File: config.mk
export PLATFORM = sky130hd
export DESIGN_NAME = pid_positional_incremental
export DESIGN_NICKNAME = d
export VERILOG_FILES = /design/src/rtl/pidpi_pkg.sv /design/src/rtl/pidpi_cfg.sv /design/src/rtl/pidpi_core.sv /design/src/rtl/pid_positional_incremental.sv
export VERILOG_INCLUDE_DIRS = /design/src /design/src/rtl
export SDC_FILE = /design/constraint.sdc
export NUM_CORES = 2
export LEC_CHECK = 0
export ABC_AREA = 1
export BUFFER_PORTS_ARGS = -buffer_cell sky130_fd_sc_hd__buf_2
export CORE_AREA = 3 3 297 270
export CTS_CLUSTER_DIAMETER = 100
export DETAILED_ROUTE_END_ITERATION = 10
export DIE_AREA = 0 0 300 273
export GPL_ROUTABILITY_DRIVEN = 0
export GPL_TIMING_DRIVEN = 0
export HOLD_SLACK_MARGIN = 0.1
export PLACE_DENSITY_LB_ADDON = 0.12
export REMOVE_ABC_BUFFERS = 1
export SETUP_SLACK_MARGIN = 0.4
export SLEW_MARGIN = 30
export SYNTH_ARGS = -nofsm -noshare
export SYNTH_HDL_FRONTEND = slang
export SYNTH_SLANG_ARGS = --single-unit
File: constraint.sdc
create_clock -name clk -period 11.7 [get_ports clk]
set_input_delay 2.34 -clock clk [delete_from_list [all_inputs] [get_ports clk]]
set_output_delay 2.34 -clock clk [all_outputs]
set_load 0.05 [all_outputs]
File: src/rtl/assert_macros.svh
// Assertion macros shared by the RTL files of the PID block.
`ifndef ASSERT_MACROS_SVH
`define ASSERT_MACROS_SVH

`ifndef SYNTHESIS

// Checks a property on every rising clock edge outside reset.
`define ASSERT_PROP(label, clk, rst_n, prop) \
    label: assert property (@(posedge clk) disable iff (!rst_n) prop) \
        else $error("assertion failed");

// Checks that a condition never holds on a rising clock edge outside reset.
`define ASSERT_NEVER(label, clk, rst_n, cond) \
    label: assert property (@(posedge clk) disable iff (!rst_n) !(cond)) \
        else $error("forbidden condition seen");

`else

`define ASSERT_PROP(label, clk, rst_n, prop)
`define ASSERT_NEVER(label, clk, rst_n, cond)

`endif

`endif

File: src/rtl/pidpi_pkg.sv
// Package with widths, register indexes and the configuration type of the PID block.
`default_nettype none

package pidpi_pkg;

    localparam int MEAS_W      = 16;
    localparam int GAIN_W      = 16;
    localparam int DRIVE_W     = 32;
    localparam int CFG_INDEX_W = 3;
    localparam int CFG_DATA_W  = 16;

    localparam int INTEGRAL_LIMIT_DEF = 7000;
    localparam int FRAC_BITS_DEF      = 8;

    typedef enum logic [CFG_INDEX_W-1:0] {
        CFG_SETPOINT = 3'd0,
        CFG_GAIN_P   = 3'd1,
        CFG_GAIN_I   = 3'd2,
        CFG_GAIN_D   = 3'd3,
        CFG_MODE     = 3'd4
    } cfg_index_t;

    typedef struct packed {
        logic signed [MEAS_W-1:0] setpoint;
        logic signed [GAIN_W-1:0] gain_p;
        logic signed [GAIN_W-1:0] gain_i;
        logic signed [GAIN_W-1:0] gain_d;
        logic                     incremental_mode;
    } cfg_t;

endpackage

`default_nettype wire

File: src/rtl/pidpi_cfg.sv
// Configuration register file of the PID block.
`default_nettype none

module pidpi_cfg
    import pidpi_pkg::*;
(
    input  wire logic                   clk,
    input  wire logic                   rst_n,
    input  wire logic                   cfg_valid,
    output logic                        cfg_ready,
    input  wire logic [CFG_INDEX_W-1:0] cfg_index,
    input  wire logic [CFG_DATA_W-1:0]  cfg_data,
    output cfg_t                        cfg
);

    cfg_t cfg_reg;
    cfg_t cfg_next;

    assign cfg_ready = 1'b1;
    assign cfg       = cfg_reg;

    always_comb
    begin
        cfg_next = cfg_reg;
        if (cfg_valid)
        begin
            case (cfg_index_t'(cfg_index))
                CFG_SETPOINT: cfg_next.setpoint         = $signed(cfg_data);
                CFG_GAIN_P:   cfg_next.gain_p           = $signed(cfg_data);
                CFG_GAIN_I:   cfg_next.gain_i           = $signed(cfg_data);
                CFG_GAIN_D:   cfg_next.gain_d           = $signed(cfg_data);
                CFG_MODE:     cfg_next.incremental_mode = cfg_data[0];
                default:      cfg_next = cfg_reg;
            endcase
        end
    end

    always_ff @(posedge clk or negedge rst_n)
    begin
        if (!rst_n)
        begin
            cfg_reg <= '0;
        end
        else
        begin
            cfg_reg <= cfg_next;
        end
    end

endmodule

`default_nettype wire

File: src/rtl/pidpi_core.sv
// PID datapath: error terms, clamped integral, gain products and saturated drive.
`default_nettype none
`include "assert_macros.svh"

module pidpi_core
    import pidpi_pkg::*;
#(
    parameter int INTEGRAL_LIMIT = INTEGRAL_LIMIT_DEF,
    parameter int FRAC_BITS      = FRAC_BITS_DEF
)
(
    input  wire logic                     clk,
    input  wire logic                     rst_n,
    input  wire logic                     step,
    input  wire logic signed [MEAS_W-1:0] meas,
    input  wire cfg_t                     cfg,
    output logic signed [DRIVE_W-1:0]     drive
);

    localparam int E_W  = MEAS_W + 1;
    localparam int D1_W = E_W + 1;
    localparam int D2_W = E_W + 2;
    localparam int ISW  = $clog2(INTEGRAL_LIMIT + 1) + 1;
    localparam int IW   = ((ISW > E_W) ? ISW : E_W) + 1;
    localparam int P_W  = GAIN_W + D2_W;
    localparam int SW   = P_W + 2;
    localparam int AW   = SW + 1;

    localparam logic signed [IW-1:0]  LIM_POS   = IW'(INTEGRAL_LIMIT);
    localparam logic signed [IW-1:0]  LIM_NEG   = -LIM_POS;
    localparam logic signed [ISW-1:0] LIM_STORE = ISW'(INTEGRAL_LIMIT);
    localparam logic signed [AW-1:0]  DRV_MAX   = AW'(64'sd2147483647);
    localparam logic signed [AW-1:0]  DRV_MIN   = AW'(-64'sd2147483648);

    logic signed [ISW-1:0]     error_sum_reg;
    logic signed [ISW-1:0]     error_sum_next;
    logic signed [E_W-1:0]     prev_error_reg;
    logic signed [E_W-1:0]     prev_prev_error_reg;
    logic signed [DRIVE_W-1:0] drive_acc_reg;
    logic signed [DRIVE_W-1:0] drive_acc_next;

    logic signed [E_W-1:0]          err;
    logic signed [D1_W-1:0]         d1;
    logic signed [D2_W-1:0]         d2;
    logic signed [IW-1:0]           integ_raw;
    logic signed [IW-1:0]           integ_clamped;
    logic signed [D1_W-1:0]         op_p;
    logic signed [D1_W-1:0]         op_i;
    logic signed [D2_W-1:0]         op_d;
    logic signed [GAIN_W+D1_W-1:0]  prod_p;
    logic signed [GAIN_W+D1_W-1:0]  prod_i;
    logic signed [P_W-1:0]          prod_d;
    logic signed [SW-1:0]           sum;
    logic signed [SW-1:0]           sum_shifted;
    logic signed [AW-1:0]           acc_sum;

    assign err = E_W'(cfg.setpoint) - E_W'(meas);
    assign d1  = D1_W'(err) - D1_W'(prev_error_reg);
    assign d2  = D2_W'(err) - (D2_W'(prev_error_reg) <<< 1) + D2_W'(prev_prev_error_reg);

    // Integral is formed at full width and then clamped to the symmetric limit.
    assign integ_raw = IW'(error_sum_reg) + IW'(err);

    always_comb
    begin
        if (integ_raw > LIM_POS)
        begin
            integ_clamped = LIM_POS;
        end
        else if (integ_raw < LIM_NEG)
        begin
            integ_clamped = LIM_NEG;
        end
        else
        begin
            integ_clamped = integ_raw;
        end
    end

    // The three multipliers are shared by both forms; only their operands change.
    assign op_p = cfg.incremental_mode ? d1 : D1_W'(err);
    assign op_i = cfg.incremental_mode ? D1_W'(err) : D1_W'(integ_clamped);
    assign op_d = cfg.incremental_mode ? d2 : D2_W'(d1);

    assign prod_p = cfg.gain_p * op_p;
    assign prod_i = cfg.gain_i * op_i;
    assign prod_d = cfg.gain_d * op_d;

    assign sum         = SW'(prod_p) + SW'(prod_i) + SW'(prod_d);
    assign sum_shifted = sum >>> FRAC_BITS;

    assign acc_sum = cfg.incremental_mode ? (AW'(drive_acc_reg) + AW'(sum_shifted))
                                          : AW'(sum_shifted);

    always_comb
    begin
        if (acc_sum > DRV_MAX)
        begin
            drive_acc_next = DRIVE_W'(DRV_MAX);
        end
        else if (acc_sum < DRV_MIN)
        begin
            drive_acc_next = DRIVE_W'(DRV_MIN);
        end
        else
        begin
            drive_acc_next = DRIVE_W'(acc_sum);
        end
    end

    assign error_sum_next = ISW'(integ_clamped);
    assign drive          = drive_acc_reg;

    always_ff @(posedge clk or negedge rst_n)
    begin
        if (!rst_n)
        begin
            error_sum_reg       <= '0;
            prev_error_reg      <= '0;
            prev_prev_error_reg <= '0;
            drive_acc_reg       <= '0;
        end
        else if (step)
        begin
            if (cfg.incremental_mode)
            begin
                prev_prev_error_reg <= prev_error_reg;
            end
            else
            begin
                error_sum_reg <= error_sum_next;
            end
            prev_error_reg <= err;
            drive_acc_reg  <= drive_acc_next;
        end
    end

    `ASSERT_NEVER(a_integral_in_range, clk, rst_n,
        (error_sum_reg > LIM_STORE) || (error_sum_reg < -LIM_STORE))
    `ASSERT_PROP(a_incr_shifts_history, clk, rst_n,
        (step && cfg.incremental_mode) |=> (prev_prev_error_reg == $past(prev_error_reg)))
    `ASSERT_PROP(a_pos_keeps_history, clk, rst_n,
        (step && !cfg.incremental_mode) |=> $stable(prev_prev_error_reg))

endmodule

`default_nettype wire

File: src/rtl/pid_positional_incremental.sv
// Top level of the PID controller with positional and incremental forms.
//
// Usage: one measured sample is transferred on the input channel (in_valid,
// in_stall, measurement) per control tick, and exactly one drive value comes
// back on the output channel (out_valid, out_stall, drive) for each sample,
// in order. A transfer happens at a rising edge with valid high and stall low.
// The sample lands in an input register; once the output register can take a
// new value, the full controller update (error, clamped integral, three gain
// products, shift and saturation) is done in a single pass and lands in the
// drive register, which is also the output register, and out_valid rises.
// Throughput is one sample per cycle while the receiver does not stall; the
// bound is the state feedback through the products and the drive saturation.
// When the receiver holds out_stall, the drive value stays put and the input
// register takes one more sample if it is empty; once it is full, in_stall rises.
// Setpoint, gains and mode are written through the cfg port (always ready);
// the user must write them only while the block is idle, as the block itself
// does not enforce this. Reset clears the configuration, the integral, the
// error history and the drive accumulator, and empties both registers.
`default_nettype none
`include "assert_macros.svh"

module pid_positional_incremental
    import pidpi_pkg::*;
#(
    parameter int INTEGRAL_LIMIT = INTEGRAL_LIMIT_DEF,
    parameter int FRAC_BITS      = FRAC_BITS_DEF
)
(
    input  wire logic                     clk,
    input  wire logic                     rst_n,
    input  wire logic                     in_valid,
    output logic                          in_stall,
    input  wire logic signed [MEAS_W-1:0] measurement,
    output logic                          out_valid,
    input  wire logic                     out_stall,
    output logic signed [DRIVE_W-1:0]     drive,
    input  wire logic                     cfg_valid,
    output logic                          cfg_ready,
    input  wire logic [CFG_INDEX_W-1:0]   cfg_index,
    input  wire logic [CFG_DATA_W-1:0]    cfg_data
);

    cfg_t cfg;

    logic                     in_valid_reg;
    logic                     in_valid_next;
    logic signed [MEAS_W-1:0] meas_reg;
    logic                     out_valid_reg;
    logic                     out_valid_next;
    logic                     advance;
    logic                     in_xfer;
    logic                     step;

    // The output register can take a new value when it is empty or being drained.
    assign advance  = !out_valid_reg || !out_stall;
    assign step     = in_valid_reg && advance;
    assign in_stall = in_valid_reg && !advance;
    assign in_xfer  = in_valid && !in_stall;

    always_comb
    begin
        in_valid_next = in_valid_reg;
        if (in_xfer)
        begin
            in_valid_next = 1'b1;
        end
        else if (advance)
        begin
            in_valid_next = 1'b0;
        end
    end

    assign out_valid_next = advance ? in_valid_reg : out_valid_reg;
    assign out_valid      = out_valid_reg;

    always_ff @(posedge clk or negedge rst_n)
    begin
        if (!rst_n)
        begin
            in_valid_reg  <= 1'b0;
            out_valid_reg <= 1'b0;
        end
        else
        begin
            in_valid_reg  <= in_valid_next;
            out_valid_reg <= out_valid_next;
        end
    end

    // The sample register needs no reset; its valid bit guards it.
    always_ff @(posedge clk)
    begin
        if (in_xfer)
        begin
            meas_reg <= measurement;
        end
    end

    pidpi_cfg u_cfg (
        .clk       (clk),
        .rst_n     (rst_n),
        .cfg_valid (cfg_valid),
        .cfg_ready (cfg_ready),
        .cfg_index (cfg_index),
        .cfg_data  (cfg_data),
        .cfg       (cfg)
    );

    pidpi_core #(
        .INTEGRAL_LIMIT (INTEGRAL_LIMIT),
        .FRAC_BITS      (FRAC_BITS)
    ) u_core (
        .clk   (clk),
        .rst_n (rst_n),
        .step  (step),
        .meas  (meas_reg),
        .cfg   (cfg),
        .drive (drive)
    );

    `ASSERT_PROP(a_stall_only_when_full, clk, rst_n,
        in_stall |-> in_valid_reg)
    `ASSERT_PROP(a_step_gives_result, clk, rst_n,
        step |=> out_valid_reg)
    `ASSERT_PROP(a_held_sample_kept, clk, rst_n,
        (in_valid_reg && !advance) |=> (in_valid_reg && $stable(meas_reg)))

endmodule

`default_nettype wire

==> flow_metrics.py <==
metrics = {
    "worst_setup_path": {
        "worstPathBufferInverterCount": 15,
        "worst_r2r_startpoint": "u_cfg.cfg[53]$_DFFE_PN0P_",
        "critical-path-top-delay-family": "adder cells",
        "endpoint_kind": "flop",
        "worst_path_most_repeated_cell": "inv_2",
        "cp.required_ns": 12.07,
        "start_to_end_type_of_the_worst_setup_path": "flop to flop",
        "critical_path_arrival_ns": 13.76,
        "worstPathMaxFanout": 8,
        "critPathMaxStageDelay_ns": 0.61,
        "ff2ff_path_depth": 65,
        "reg2reg_to": "u_core.drive[14]$_DFFE_PN0P_",
        "startpoint_type": "flop",
        "timing.reg2reg.setup_slack_ns": -1.69,
        "critical-path-slowest-cell": "fa_2",
    },
    "timing": {
        "finalMaxSlewViolations": 0,
        "period_minus_slack_ns": 13.39,
        "maximum_clock_rate_mhz": 74.69,
        "finalHoldWorstSlack_ns": 0.4949,
        "rsz0062_at_grt": "true",
        "hold_violations": 0,
        "timing.final.crit_share": 1.144,
        "layout_setup_ws_ns": -1.689,
        "slew-limit-headroom": 0.3123,
        "total_of_endpoints_with_negative_setup_slack_in_the_final_report": 32,
        "clock_skew_ns": 0.01482,
        "tightest_slew_ns": 1.025,
    },
    "clock_tree": {
        "hold_buffers": 0,
        "worst_skew_pair.late_latency_ns": 0.48,
        "clk_pin_slew_ns": 0.09,
        "cts_sinks": 163,
        "cts.path.max_buffers": 2,
        "clock_tree.root_cell": "clkbuf_16",
        "numCtsBuffers": 17,
        "cts_tree": "yes",
        "cts.htree.levels": 4,
    },
    "yosys": {
        "post_synth_and_or_nand_nor_area_fraction": 0.1795,
        "synth.lib_cells_used.distinct": 54,
        "syn-mean-instance-area_um2": 8.134,
        "ys_top_cells_by_area": "fa_1 (45%), inv_1 (12%), nand2_1 (10%)",
        "xor_xnor_share_of_the_synthesized_area": 0.01380,
        "synthMostInstantiatedCell": "inv_1",
        "synth_top_family_by_area": "adder cells",
        "seq_total_area_yosys": 0.08854,
        "synth_edf_count": 16,
        "yosysTopAreaCell": "fa_1",
        "asyncSetResetFlopFracSynth": 0.9018,
        "post_synth_instance_area_um2": 46970,
        "synth-seq-cells": 163,
        "synthAdderAreaFrac": 0.5299,
        "synthMuxAreaShare": 0,
        "synth_top_area_frac": 0.4492,
        "area_fraction_in_compound_gates_after_synthesis": 0.05450,
        "most_used_standard_cells_in_the_synthesized_netlist": "inv_1 (1467), nand2_1 (1272), fa_1 (1054)",
        "synth-warning-count": 0,
        "synthesis.instances": 5775,
        "postSynth.topFlopCell": "dfrtp_1",
    },
    "route": {
        "wire_per_inst_um": 21.77,
        "vias_per_cell": 5.713,
        "postRouteAntennaNets": 0,
        "drc": 0,
        "num_vias": 40310,
        "detail_route.first_pass.iterations": 9,
        "totalWireLength_mm": 153.6,
        "detailedRoute.firstIterationViolations": 4252,
    },
    "finish": {
        "layout_filler_cell_count": 5990,
        "drive_above_1_share": 0.1783,
        "flip_flop_count_of_the_largest_register_all_copies_and_words_added": 65,
        "fin_nets": 7392,
        "synthToLayoutAreaGrowth_pct": 16.70,
        "final_cell_area_um2": 54820,
    },
    "floorplanning": {
        "core_area_um2": 77430,
        "floorplan.rows": 97,
        "boundaryPins": 75,
        "vertical_extent_of_the_die_um": 273,
        "die_area_um2": 81900,
        "initial_core_util": 0.6066,
        "chipWidth_um": 300,
    },
    "hold_path": {
        "hold-path-cell-count": 2,
        "min_to": "u_core.error_sum_reg[4]$_DFFE_PN0P_",
        "min_delay_worst_type": "flop to flop",
        "hp-start": "u_core.error_sum_reg[4]$_DFFE_PN0P_",
    },
    "grt": {
        "grt_remaining_overflow": 0,
        "first_pass_grt_wire_length_mm": 235.8,
        "first_global_vias": 40890,
        "grt_start_max_net_pins": 81,
        "grt_use_total": 0.3798,
        "grt_antenna_before_repair": 5,
    },
    "placed_design": {
        "port_buffers": 73,
        "post-dp-hpwl_mm": 119.9,
        "placedInstanceArea_um2": 48320,
    },
    "outcome": {
        "run_status": "complete, but fails checks",
        "failed_checks": "negative setup slack",
    },
    "flow_run": {
        "maxCapViolations": 0,
    },
}
[layout make-up]
type                            instances  area, um2  area share
Tap cell                             1039       1300     0.02372
Antenna cell                            9      22.52   0.0004109
Inverter                             1477       5649      0.1031
Timing Repair inverter                  2      27.53   0.0005022
Clock buffer                           18      450.4    0.008217
Multi-Input combinational cell       3967      39960      0.7290
Clock inverter                         14      175.2    0.003196
Sequential cell                       163       4163     0.07594
Timing Repair Buffer                  367       3067     0.05595
[how the worst max path moves through the flow]
stage	from	end	slack, ns	depth (start not counted)
6_report	u_cfg.cfg[53]$_DFFE_PN0P_	u_core.drive[14]$_DFFE_PN0P_	-1.69	65
5_1_grt	u_cfg.cfg[49]$_DFFE_PN0P_	u_core.drive[26]$_DFFE_PN0P_	-2.04	76
4_1_cts	meas_reg[0]$_DFFE_PP_	u_core.drive[20]$_DFFE_PN0P_	-1.21	67
3_5_place_dp	u_cfg.cfg[49]$_DFFE_PN0P_	u_core.drive[0]$_DFFE_PN0P_	-4.66	65
3_3_place_gp	u_cfg.cfg[0]$_DFFE_PN0P_	u_core.drive[22]$_DFFE_PN0P_	-5.99	43
2_1_floorplan	u_cfg.cfg[49]$_DFFE_PN0P_	u_core.drive[22]$_DFFE_PN0P_	-1.60	63
[timing repair]
action / CTS / global route
pin swaps: 191 / 276
setup buffers: 183 / 95
cloned: 10 / 0
endpoints found under the setup margin: 32 / 32
gates resized for setup: 461 / 377
[worst reg2reg max path: cells and delay by family (launching register included)]
family | cells | cell delay (ns)
compound gates | 11 | 1.58
xor+xnor | 1 | 0.16
fa+ha+maj | 14 | 6.67
buf+inv | 15 | 1.43
flops | 1 | 0.42
simple gates | 24 | 3.04
[metrics by stage]
stage          instances  TNS, ns  setup WS [ns]    util
2_1_floorplan       5599   -49.14         -1.597       -
3_3_place_gp        6711  -188.41         -5.989  0.6187
3_5_place_dp        6727  -146.90         -4.657  0.6241
4_1_cts             6952   -38.13         -1.213  0.6784
5_1_grt             7050   -62.93         -2.043  0.7077
6_report            7056   -50.11         -1.689  0.7079
[layout by cell type (no fill, tap or decap), drive strengths merged, types with 147 or more instances in the layout]
cell	n
dfrtp	147
nor2	408
nand2	1298
nand3	261
ha	303
fa	1054
o21ai	223
buf	367
inv	1471
a21oi	190
[cells by family (layout without fill, tap and decap cells)]
| kind of cell | Yosys count | after routing |
|---|---|---|
| buffers and inverters | 1653 | 1878 |
| xor gates and xnor gates | 74 | 74 |
| DFF | 163 | 163 |
| other | 1 | 10 |
| and+or+nand+nor | 2049 | 2057 |
| adders and majority gates | 1357 | 1357 |
| AOI/OAI and AO/OA | 478 | 478 |
[metal layers]
metal  vias to the layer above  part of all wire  track usage
li1                      17440                 -            -
met1                     19940              0.38       0.5225
met2                      2419              0.43       0.5664
met3                       512              0.12       0.1023
met4                         2             0.062       0.1739
met5                         -          0.000072            0
Power is left out: the tool's default activity adds up to more than one toggle a clock period on the data nets, which glitch-free logic cannot reach.
